### src/hw/rtl/bfe_pkg.sv
`default_nettype none
// ----------------------------------------------------------------------------
// bfe_pkg
// Shared types and constants for the block floating-point 8-bit encoder.
// ----------------------------------------------------------------------------
package bfe_pkg;

  localparam int BFE_BLOCK_SIZE = 16;

  localparam int VALUE_W = 32;
  localparam int CODE_W  = 8;
  localparam int EXP_W   = 8;

  // float32 field positions
  localparam int SIGN_BIT = 31;
  localparam int EXP_MSB  = 30;
  localparam int EXP_LSB  = 23;

  typedef enum logic [0:0] {
    ST_LOAD = 1'b0,
    ST_EMIT = 1'b1
  } bfe_state_t;

  // controller -> datapath
  typedef struct packed {
    logic load;     // accept one word into the store
    logic rd_en;    // read one stored word for encoding
  } bfe_cmd_t;

  // datapath -> controller
  typedef struct packed {
    logic fill_last;  // next word loaded completes the block
    logic rd_last;    // current read is the final word of the block
  } bfe_sts_t;

endpackage
`default_nettype wire

### src/hw/rtl/bfe_ram.sv
`default_nettype none
// ----------------------------------------------------------------------------
// bfe_ram
// Generic single-write, single-read RAM with registered read data.
// ----------------------------------------------------------------------------
module bfe_ram #(
  parameter int WIDTH = 32,
  parameter int DEPTH = 16
) (
  input  wire logic                     clk,
  input  wire logic                     wr_en,
  input  wire logic [$clog2(DEPTH)-1:0] wr_addr,
  input  wire logic [WIDTH-1:0]         wr_data,
  input  wire logic                     rd_en,
  input  wire logic [$clog2(DEPTH)-1:0] rd_addr,
  output logic      [WIDTH-1:0]         rd_data
);

  logic [WIDTH-1:0] mem_r [DEPTH];

  always_ff @(posedge clk) begin
    if (wr_en) begin
      mem_r[wr_addr] <= wr_data;
    end
    if (rd_en) begin
      rd_data <= mem_r[rd_addr];
    end
  end

endmodule
`default_nettype wire

### src/hw/rtl/bfe_ctrl.sv
`default_nettype none
// ----------------------------------------------------------------------------
// bfe_ctrl
// Controller: alternates between filling a block and reading it out.
// ----------------------------------------------------------------------------
module bfe_ctrl (
  input  wire logic              clk,
  input  wire logic              rst_n,
  input  wire logic              start,
  input  wire bfe_pkg::bfe_sts_t sts,
  output bfe_pkg::bfe_cmd_t      cmd,
  output logic                   busy
);

  bfe_pkg::bfe_state_t state_r, state_nxt;

  always_ff @(posedge clk) begin
    if (!rst_n) begin
      state_r <= bfe_pkg::ST_LOAD;
    end else begin
      state_r <= state_nxt;
    end
  end

  always_comb begin
    state_nxt = state_r;
    case (state_r)
      bfe_pkg::ST_LOAD: begin
        if (start && sts.fill_last) begin
          state_nxt = bfe_pkg::ST_EMIT;
        end
      end
      bfe_pkg::ST_EMIT: begin
        if (sts.rd_last) begin
          state_nxt = bfe_pkg::ST_LOAD;
        end
      end
      default: state_nxt = bfe_pkg::ST_LOAD;
    endcase
  end

  always_comb begin
    cmd  = '0;
    busy = 1'b0;
    case (state_r)
      bfe_pkg::ST_LOAD: begin
        cmd.load = start;
      end
      bfe_pkg::ST_EMIT: begin
        busy      = 1'b1;
        cmd.rd_en = 1'b1;
      end
      default: begin
        busy = 1'b0;
      end
    endcase
  end

endmodule
`default_nettype wire

### src/hw/rtl/bfe_dp.sv
`default_nettype none
// ----------------------------------------------------------------------------
// bfe_dp
// Datapath: block store, max-exponent / sign tracking, per-word encoder and
// output registers.
// ----------------------------------------------------------------------------
module bfe_dp #(
  parameter int BLOCK_SIZE = bfe_pkg::BFE_BLOCK_SIZE
) (
  input  wire logic                          clk,
  input  wire logic                          rst_n,
  input  wire bfe_pkg::bfe_cmd_t             cmd,
  output bfe_pkg::bfe_sts_t                  sts,
  input  wire logic [bfe_pkg::VALUE_W-1:0]   in_value,
  output logic                               out_valid,
  output logic      [bfe_pkg::CODE_W-1:0]    out_code,
  output logic      [bfe_pkg::EXP_W-1:0]     out_shared_exponent,
  output logic                               out_all_positive,
  output logic                               out_last
);

  localparam int AW = $clog2(BLOCK_SIZE);
  localparam logic [AW-1:0] LAST_IDX = AW'(BLOCK_SIZE - 1);

  // Encode one word against the shared exponent.
  function automatic logic [bfe_pkg::CODE_W-1:0] encode_word(
    input logic [bfe_pkg::VALUE_W-1:0] word,
    input logic [bfe_pkg::EXP_W-1:0]   shared
  );
    logic [bfe_pkg::EXP_W-1:0] expo;
    logic [bfe_pkg::EXP_W-1:0] d;
    logic [3:0]                m;
    logic [4:0]                mo5;
    logic [3:0]                mo;
    logic [4:0]                hid;
    logic [2:0]                off;
    logic                      guard;
    logic                      sticky;
    expo   = word[bfe_pkg::EXP_MSB:bfe_pkg::EXP_LSB];
    d      = (shared >= expo) ? (shared - expo) : '0;
    m      = word[22:19];
    guard  = word[18];
    sticky = |word[17:0];
    mo5    = {1'b0, m} + {4'b0, guard & (sticky | m[0])};
    mo     = mo5[3:0];
    // mantissa carry: keep unrounded at offset 0, else drop offset by one
    if (mo5[4]) begin
      if (d == '0) begin
        mo = m;
      end else begin
        mo = 4'd0;
        d  = d - 8'd1;
      end
    end
    if (d inside {[8'd8:8'd11]}) begin
      hid = {1'b1, mo} >> (d[2:0] - 3'd6);
      mo  = hid[3:0];
      off = 3'd7;
    end else if (d >= 8'd12) begin
      mo  = 4'd0;
      off = 3'd7;
    end else begin
      off = d[2:0];
    end
    return {word[bfe_pkg::SIGN_BIT], off, mo};
  endfunction

  logic [AW-1:0]               fill_r, fill_nxt;
  logic [AW-1:0]               rd_idx_r, rd_idx_nxt;
  logic [bfe_pkg::EXP_W-1:0]   max_r, max_nxt;
  logic                        pos_r, pos_nxt;
  logic [bfe_pkg::EXP_W-1:0]   shared_r;
  logic                        allpos_r;
  logic                        rd_vld_r;
  logic                        rd_last_r;
  logic [bfe_pkg::VALUE_W-1:0] rd_data;
  logic [bfe_pkg::EXP_W-1:0]   in_exp;
  logic [bfe_pkg::EXP_W-1:0]   max_upd;
  logic                        pos_upd;

  logic                        out_valid_r;
  logic [bfe_pkg::CODE_W-1:0]  out_code_r;
  logic [bfe_pkg::EXP_W-1:0]   out_shexp_r;
  logic                        out_allpos_r;
  logic                        out_last_r;

  bfe_ram #(
    .WIDTH (bfe_pkg::VALUE_W),
    .DEPTH (BLOCK_SIZE)
  ) u_store (
    .clk     (clk),
    .wr_en   (cmd.load),
    .wr_addr (fill_r),
    .wr_data (in_value),
    .rd_en   (cmd.rd_en),
    .rd_addr (rd_idx_r),
    .rd_data (rd_data)
  );

  assign sts.fill_last = (fill_r == LAST_IDX);
  assign sts.rd_last   = (rd_idx_r == LAST_IDX);

  assign in_exp  = in_value[bfe_pkg::EXP_MSB:bfe_pkg::EXP_LSB];
  assign max_upd = (in_exp > max_r) ? in_exp : max_r;
  assign pos_upd = pos_r & ~in_value[bfe_pkg::SIGN_BIT];

  always_comb begin
    fill_nxt   = fill_r;
    max_nxt    = max_r;
    pos_nxt    = pos_r;
    rd_idx_nxt = rd_idx_r;
    if (cmd.load) begin
      if (sts.fill_last) begin
        // block complete: accumulators restart for the next block
        fill_nxt = '0;
        max_nxt  = '0;
        pos_nxt  = 1'b1;
      end else begin
        fill_nxt = fill_r + AW'(1);
        max_nxt  = max_upd;
        pos_nxt  = pos_upd;
      end
    end
    if (cmd.rd_en) begin
      rd_idx_nxt = sts.rd_last ? '0 : rd_idx_r + AW'(1);
    end
  end

  always_ff @(posedge clk) begin
    if (!rst_n) begin
      fill_r      <= '0;
      rd_idx_r    <= '0;
      max_r       <= '0;
      pos_r       <= 1'b1;
      rd_vld_r    <= 1'b0;
      out_valid_r <= 1'b0;
    end else begin
      fill_r      <= fill_nxt;
      rd_idx_r    <= rd_idx_nxt;
      max_r       <= max_nxt;
      pos_r       <= pos_nxt;
      rd_vld_r    <= cmd.rd_en;
      out_valid_r <= rd_vld_r;
    end
  end

  // payload registers
  always_ff @(posedge clk) begin
    if (cmd.load && sts.fill_last) begin
      shared_r <= max_upd;
      allpos_r <= pos_upd;
    end
    rd_last_r <= cmd.rd_en & sts.rd_last;
    if (rd_vld_r) begin
      out_code_r   <= encode_word(rd_data, shared_r);
      out_shexp_r  <= shared_r;
      out_allpos_r <= allpos_r;
      out_last_r   <= rd_last_r;
    end
  end

  assign out_valid           = out_valid_r;
  assign out_code            = out_code_r;
  assign out_shared_exponent = out_shexp_r;
  assign out_all_positive    = out_allpos_r;
  assign out_last            = out_last_r;

endmodule
`default_nettype wire

### src/hw/rtl/block_float_8bit_encoder.sv
`default_nettype none
// ----------------------------------------------------------------------------
// block_float_8bit_encoder
// Collects BLOCK_SIZE float32 words, then emits one 8-bit shared-exponent
// code per word in arrival order.
// The first code strobes after the block's last word is taken, once read-out
//   has begun and the word has passed the store read and output registers;
//   codes follow one per cycle, out_last on the final one. No word is taken
//   while a block is read out: loading and read-out alternate.
// busy is high during read-out. Synchronous active-low reset empties the block.
// ----------------------------------------------------------------------------
module block_float_8bit_encoder #(
  parameter int BLOCK_SIZE = bfe_pkg::BFE_BLOCK_SIZE
) (
  input  wire logic                          clk,
  input  wire logic                          rst_n,
  input  wire logic                          start,
  output logic                               busy,
  input  wire logic [bfe_pkg::VALUE_W-1:0]   in_value,
  output logic                               out_valid,
  output logic      [bfe_pkg::CODE_W-1:0]    out_code,
  output logic      [bfe_pkg::EXP_W-1:0]     out_shared_exponent,
  output logic                               out_all_positive,
  output logic                               out_last
);

  bfe_pkg::bfe_cmd_t cmd;
  bfe_pkg::bfe_sts_t sts;

  bfe_ctrl u_ctrl (
    .clk   (clk),
    .rst_n (rst_n),
    .start (start),
    .sts   (sts),
    .cmd   (cmd),
    .busy  (busy)
  );

  bfe_dp #(
    .BLOCK_SIZE (BLOCK_SIZE)
  ) u_dp (
    .clk                 (clk),
    .rst_n               (rst_n),
    .cmd                 (cmd),
    .sts                 (sts),
    .in_value            (in_value),
    .out_valid           (out_valid),
    .out_code            (out_code),
    .out_shared_exponent (out_shared_exponent),
    .out_all_positive    (out_all_positive),
    .out_last            (out_last)
  );

  // read-out only begins after a word was taken
  a_emit_after_load: assert property (@(posedge clk) disable iff (!rst_n)
    $rose(busy) |-> $past(start))
    else $error("read-out started without a completing word");

  // every read-out cycle yields a code after the store read and output registers
  a_read_to_code: assert property (@(posedge clk) disable iff (!rst_n)
    busy |-> ##2 out_valid)
    else $error("missing code after store read");

  // the final code of a block is never directly followed by another
  a_last_gap: assert property (@(posedge clk) disable iff (!rst_n)
    (out_valid && out_last) |=> !out_valid)
    else $error("code emitted right after end of block");

endmodule
`default_nettype wire

### config.mk
export PLATFORM = sky130hd
export DESIGN_NAME = block_float_8bit_encoder
export DESIGN_NICKNAME = d
export VERILOG_FILES = /design/src/hw/rtl/bfe_pkg.sv /design/src/hw/rtl/bfe_ram.sv /design/src/hw/rtl/bfe_ctrl.sv /design/src/hw/rtl/bfe_dp.sv /design/src/hw/rtl/block_float_8bit_encoder.sv
export SDC_FILE = /design/constraint.sdc
export NUM_CORES = 1
export LEC_CHECK = 0
export BUFFER_PORTS_ARGS = -buffer_cell sky130_fd_sc_hd__buf_4
export CORE_ASPECT_RATIO = 0.6
export CORE_MARGIN = 5
export CORE_UTILIZATION = 30
export DETAILED_ROUTE_END_ITERATION = 10
export HOLD_SLACK_MARGIN = 0.06
export SLEW_MARGIN = 20
export SYNTH_ARGS = -nofsm -noshare
export SYNTH_HDL_FRONTEND = slang
export SYNTH_SLANG_ARGS = --single-unit
### constraint.sdc
create_clock -name clk -period 11.3 [get_ports clk]
set_clock_uncertainty 0.15 [all_clocks]
set_input_delay 0.565 -clock clk [delete_from_list [all_inputs] [get_ports clk]]
set_output_delay 0.565 -clock clk [all_outputs]
set_load 0.02 [all_outputs]
==> impl_metrics.env <==
export IMPL_run_status="completed"
export IMPL_vias_in_the_first_global_route=11400
export IMPL_post_cts_setup_buffer_count=0
export IMPL_worstPathRequired_ns=11.51
export IMPL_synth_edf_count=571
export IMPL_mappedNetlistNets=1130
export IMPL_start_util_pct=30.2
export IMPL_period_utilization_pct=39.0
export IMPL_worst_setup_path_end_kind="flip-flop"
export IMPL_drcViolationCount=0
export IMPL_setup_tns_final_ns=0
export IMPL_io_pin_count=55
export IMPL_drive_above_1_share_pct=30.8
export IMPL_critPathMaxFanout=9
export IMPL_ys_seq_area_share_pct=75.3
export IMPL_finalHoldViolCount=0
export IMPL_seqCellArea_mm2=0.0176
export IMPL_clk_latency_worst_skew_pair_ns=0.60
export IMPL_floorplan_die_height_um=226
export IMPL_met1_wire_length_mm=24.8
export IMPL_worst_pin_slew_ns=1.07
export IMPL_fmax_mhz=227
export IMPL_grt_start_max_net_pins=49
export IMPL_met3_routed_length_mm=3.55
export IMPL_post_cts_resized_instances=0
export IMPL_avgSynthCellArea_um2=21.8
export IMPL_worst_slew_margin_rel_pct=28.7
export IMPL_timing_critical_path_arrival_ns=4.61
export IMPL_antennaDiodeCount=0
export IMPL_area_growth_syn_to_layout_pct=15.4
export IMPL_die_area_mm2=0.0836
export IMPL_cts_num_sinks=592
export IMPL_count_of_nets_after_finishing=1212
export IMPL_syn_area_mm2=0.0233
export IMPL_clk_root_buffer_cell="sky130_fd_sc_hd__clkbuf_16"
export IMPL_drv_slew=0
export IMPL_finalPower_mw=4.39
export IMPL_avgViaCountPerCell=4.93
export IMPL_max_cap_violation_count=0
export IMPL_asyncSetResetFlopFracSynth_pct=0
export IMPL_postSynthCellCount=1071
export IMPL_grt_setup_unrepaired="no"
export IMPL_fillerInstances=7202
export IMPL_antenna_found_initial=2
export IMPL_ys_dominant_reg_cell="sky130_fd_sc_hd__edfxtp_1"
export IMPL_highest_layer="met5"
export IMPL_placementRows=79
export IMPL_yosys_area_top_type="sky130_fd_sc_hd__edfxtp_1"
export IMPL_startpoint_class_of_the_critical_path="flip-flop"
export IMPL_clock_input_transition_at_the_sequential_cells_of_the_worst_setup_and_hold_paths_ns=0.07
export IMPL_finalCriticalPeriod_ns=4.41
export IMPL_synth_top_cells_by_area="sky130_fd_sc_hd__edfxtp_1 (74%), sky130_fd_sc_hd__mux4_2 (15%), sky130_fd_sc_hd__dfxtp_1 (1.8%), sky130_fd_sc_hd__ha_1 (1.2%), sky130_fd_sc_hd__clkbuf_1 (0.53%)"
export IMPL_synth_warning_count=0
export IMPL_wl_met2_mm=23.7
export IMPL_htree_levels=2
export IMPL_finalSetupViolCount=0
export IMPL_detailedPlacementHpwl_mm=28.7
export IMPL_core_region_area_mm2=0.0773
export IMPL_cellLeakagePower_nw=8.22
export IMPL_postCtsHoldBufs=0
export IMPL_grt_first_pass_wirelength_mm=77.7
export IMPL_power_per_unit_of_standard_cell_area_mw_per_mm2=163
export IMPL_clk_path_buf_depth=3
export IMPL_routed_via_count=11100
export IMPL_yosysMostFrequentCell="sky130_fd_sc_hd__edfxtp_1"
export IMPL_netlist_area_leader_share_pct=73.5
export IMPL_max_vdd_ir_drop_v=0.000121
export IMPL_place_congestion=0.758
export IMPL_port_buffers=54
export IMPL_synthDistinctLibCells=73
export IMPL_timing_hold_worst_class="in -> reg"
export IMPL_cts_tree="done"
export IMPL_multi_input_comb_area_mm2=0.00560
export IMPL_drt_iter0_markers=1068
export IMPL_routed_wirelength_mm=52.7
export IMPL_first_pass_iters=5
export IMPL_cts_buffers=51
export IMPL_synth_commonest_cells="sky130_fd_sc_hd__edfxtp_1 (571), sky130_fd_sc_hd__mux4_2 (160), sky130_fd_sc_hd__clkbuf_1 (33)"
export IMPL_ys_seq_elements=592
export IMPL_wl_per_cell_um=23.5
export IMPL_timing_setup_critical_path_class="reg -> reg"
export IMPL_number_of_antenna_violating_nets_in_the_routed_design=0
export IMPL_grt_ovfl_total=0
export IMPL_die_boundary_width_um=370
export IMPL_global_route_usage_total_pct=12.5
==> routing by layer <==
layer	vias up	track usage, %
met5	-	0
met4	4	2.06
met3	66	2.78
met2	375	18.9
met1	5988	18.8
li1	4651	-
==> through the flow <==
stage | util [%] | instances | hold WS, ns | setup slack, ns | instance area [um2]
2_1_floorplan | - | 1071 | 0.236 | 6.91 | 23300
3_5_place_dp | 32.5 | 2153 | 0.244 | 7.03 | 25200
5_1_grt | 34.8 | 2246 | 0.0903 | 6.61 | 26900
3_3_place_gp | 32.5 | 2153 | 0.247 | 7.27 | 25200
4_1_cts | 34.8 | 2246 | 0.0753 | 6.93 | 26900
6_report | 34.8 | 2246 | 0.115 | 6.89 | 26900
==> placed cells by master (no fill, tap or decap), types with 4 or more instances in the layout <==
cell type / Yosys / layout
sky130_fd_sc_hd__a21boi_0: 4 / 4
sky130_fd_sc_hd__a21oi_1: 8 / 8
sky130_fd_sc_hd__a22oi_1: 9 / 9
sky130_fd_sc_hd__and2_1: 8 / 8
sky130_fd_sc_hd__and3_1: 4 / 4
sky130_fd_sc_hd__buf_4: 0 / 78
sky130_fd_sc_hd__bufinv_16: 0 / 9
sky130_fd_sc_hd__clkbuf_16: 0 / 51
sky130_fd_sc_hd__clkinv_1: 0 / 14
sky130_fd_sc_hd__clkinv_2: 0 / 9
sky130_fd_sc_hd__dfxtp_1: 21 / 16
sky130_fd_sc_hd__edfxtp_1: 571 / 571
sky130_fd_sc_hd__ha_1: 23 / 23
sky130_fd_sc_hd__inv_1: 22 / 21
sky130_fd_sc_hd__mux2_2: 8 / 8
sky130_fd_sc_hd__mux4_2: 160 / 160
sky130_fd_sc_hd__nand2_1: 25 / 25
sky130_fd_sc_hd__nand2b_1: 11 / 11
sky130_fd_sc_hd__nand3_1: 10 / 10
sky130_fd_sc_hd__nand4_1: 6 / 6
sky130_fd_sc_hd__nor2_1: 24 / 13
sky130_fd_sc_hd__nor2_4: 0 / 11
sky130_fd_sc_hd__nor2b_1: 14 / 14
sky130_fd_sc_hd__nor3_2: 0 / 4
sky130_fd_sc_hd__o21a_1: 4 / 4
sky130_fd_sc_hd__o21ai_0: 4 / 4
sky130_fd_sc_hd__xnor2_1: 8 / 8
==> where the power goes <==
| group | switching [mW] | internal, mW |
|---|---|---|
| logic | 0.0637 | 0.0375 |
| registers | 0.00581 | 2.42 |
| clock network | 0.817 | 1.04 |
| total | 0.886 | 3.50 |
==> sequential cells by signal, indices dropped and copies added (netlist names) <==
name,cells
u_dp.out_code,8
u_ctrl.state_r,1
u_dp.shared_r,8
u_dp.out_all_positive,1
u_dp.allpos_r,1
u_dp.out_last,1
u_dp.u_store.rd_data,32
u_dp.u_store.mem_r,512
u_dp.pos_r,1
u_dp.fill_r,4
u_dp.max_r,8
u_dp.rd_last_r,1
u_dp.rd_idx_r,4
u_dp.out_valid,1
u_dp.out_shared_exponent,8
u_dp.rd_vld_r,1
==> area by class of cell <==
cell class / instances / area share, %
clock inverters: 41 / 1.74
flip-flops and latches: 592 / 65.3
repair buffers: 78 / 2.18
clock buffers: 52 / 4.76
inverters: 22 / 0.307
well taps: 1053 / 4.90
multi-input cells: 408 / 20.8
==> kinds of logic (layout without fill, tap and decap cells) <==
family	after synthesis	in the layout	synth area share, %
compound gates	67	67	2.48
xor+xnor	11	11	0.445
fa+ha+maj	24	24	1.32
buf+inv	71	193	1.17
flops	592	592	75.3
mux	171	171	16.0
simple gates	135	135	3.30
==> critical path, stage by stage, from the launching register on <==
cell	delay, ns
sky130_fd_sc_hd__edfxtp_1	0.38
sky130_fd_sc_hd__ha_1	0.24
sky130_fd_sc_hd__fa_1	0.47
sky130_fd_sc_hd__nor2b_4	0.17
sky130_fd_sc_hd__o22a_4	0.16
sky130_fd_sc_hd__o221ai_2	0.16
sky130_fd_sc_hd__nand2_1	0.29
sky130_fd_sc_hd__nand2b_1	0.15
sky130_fd_sc_hd__ha_1	0.27
sky130_fd_sc_hd__nor2_1	0.47
sky130_fd_sc_hd__nand3_1	0.14
sky130_fd_sc_hd__nor4_1	0.18
sky130_fd_sc_hd__a21boi_0	0.12
sky130_fd_sc_hd__a211oi_1	0.31
sky130_fd_sc_hd__or2_2	0.18
sky130_fd_sc_hd__and2_1	0.20
sky130_fd_sc_hd__nand2b_1	0.09
==> worst paths after layout <==
kind | slack, ns | cells past startpoint | endpoint | startpoint
worst max register to register | 6.89 | 16 | u_dp.out_code[4] | u_dp.u_store.rd_data[23]
worst min-delay path | 0.11 | 1 | u_dp.u_store.mem_r[8][19] | in_value[19]
worst max-delay path | 6.89 | 16 | u_dp.out_code[4] | u_dp.u_store.rd_data[23]
worst min register to register | 0.26 | 0 | u_dp.out_last | u_dp.rd_last_r
Note: power is estimated with default switching activity, not from simulation.
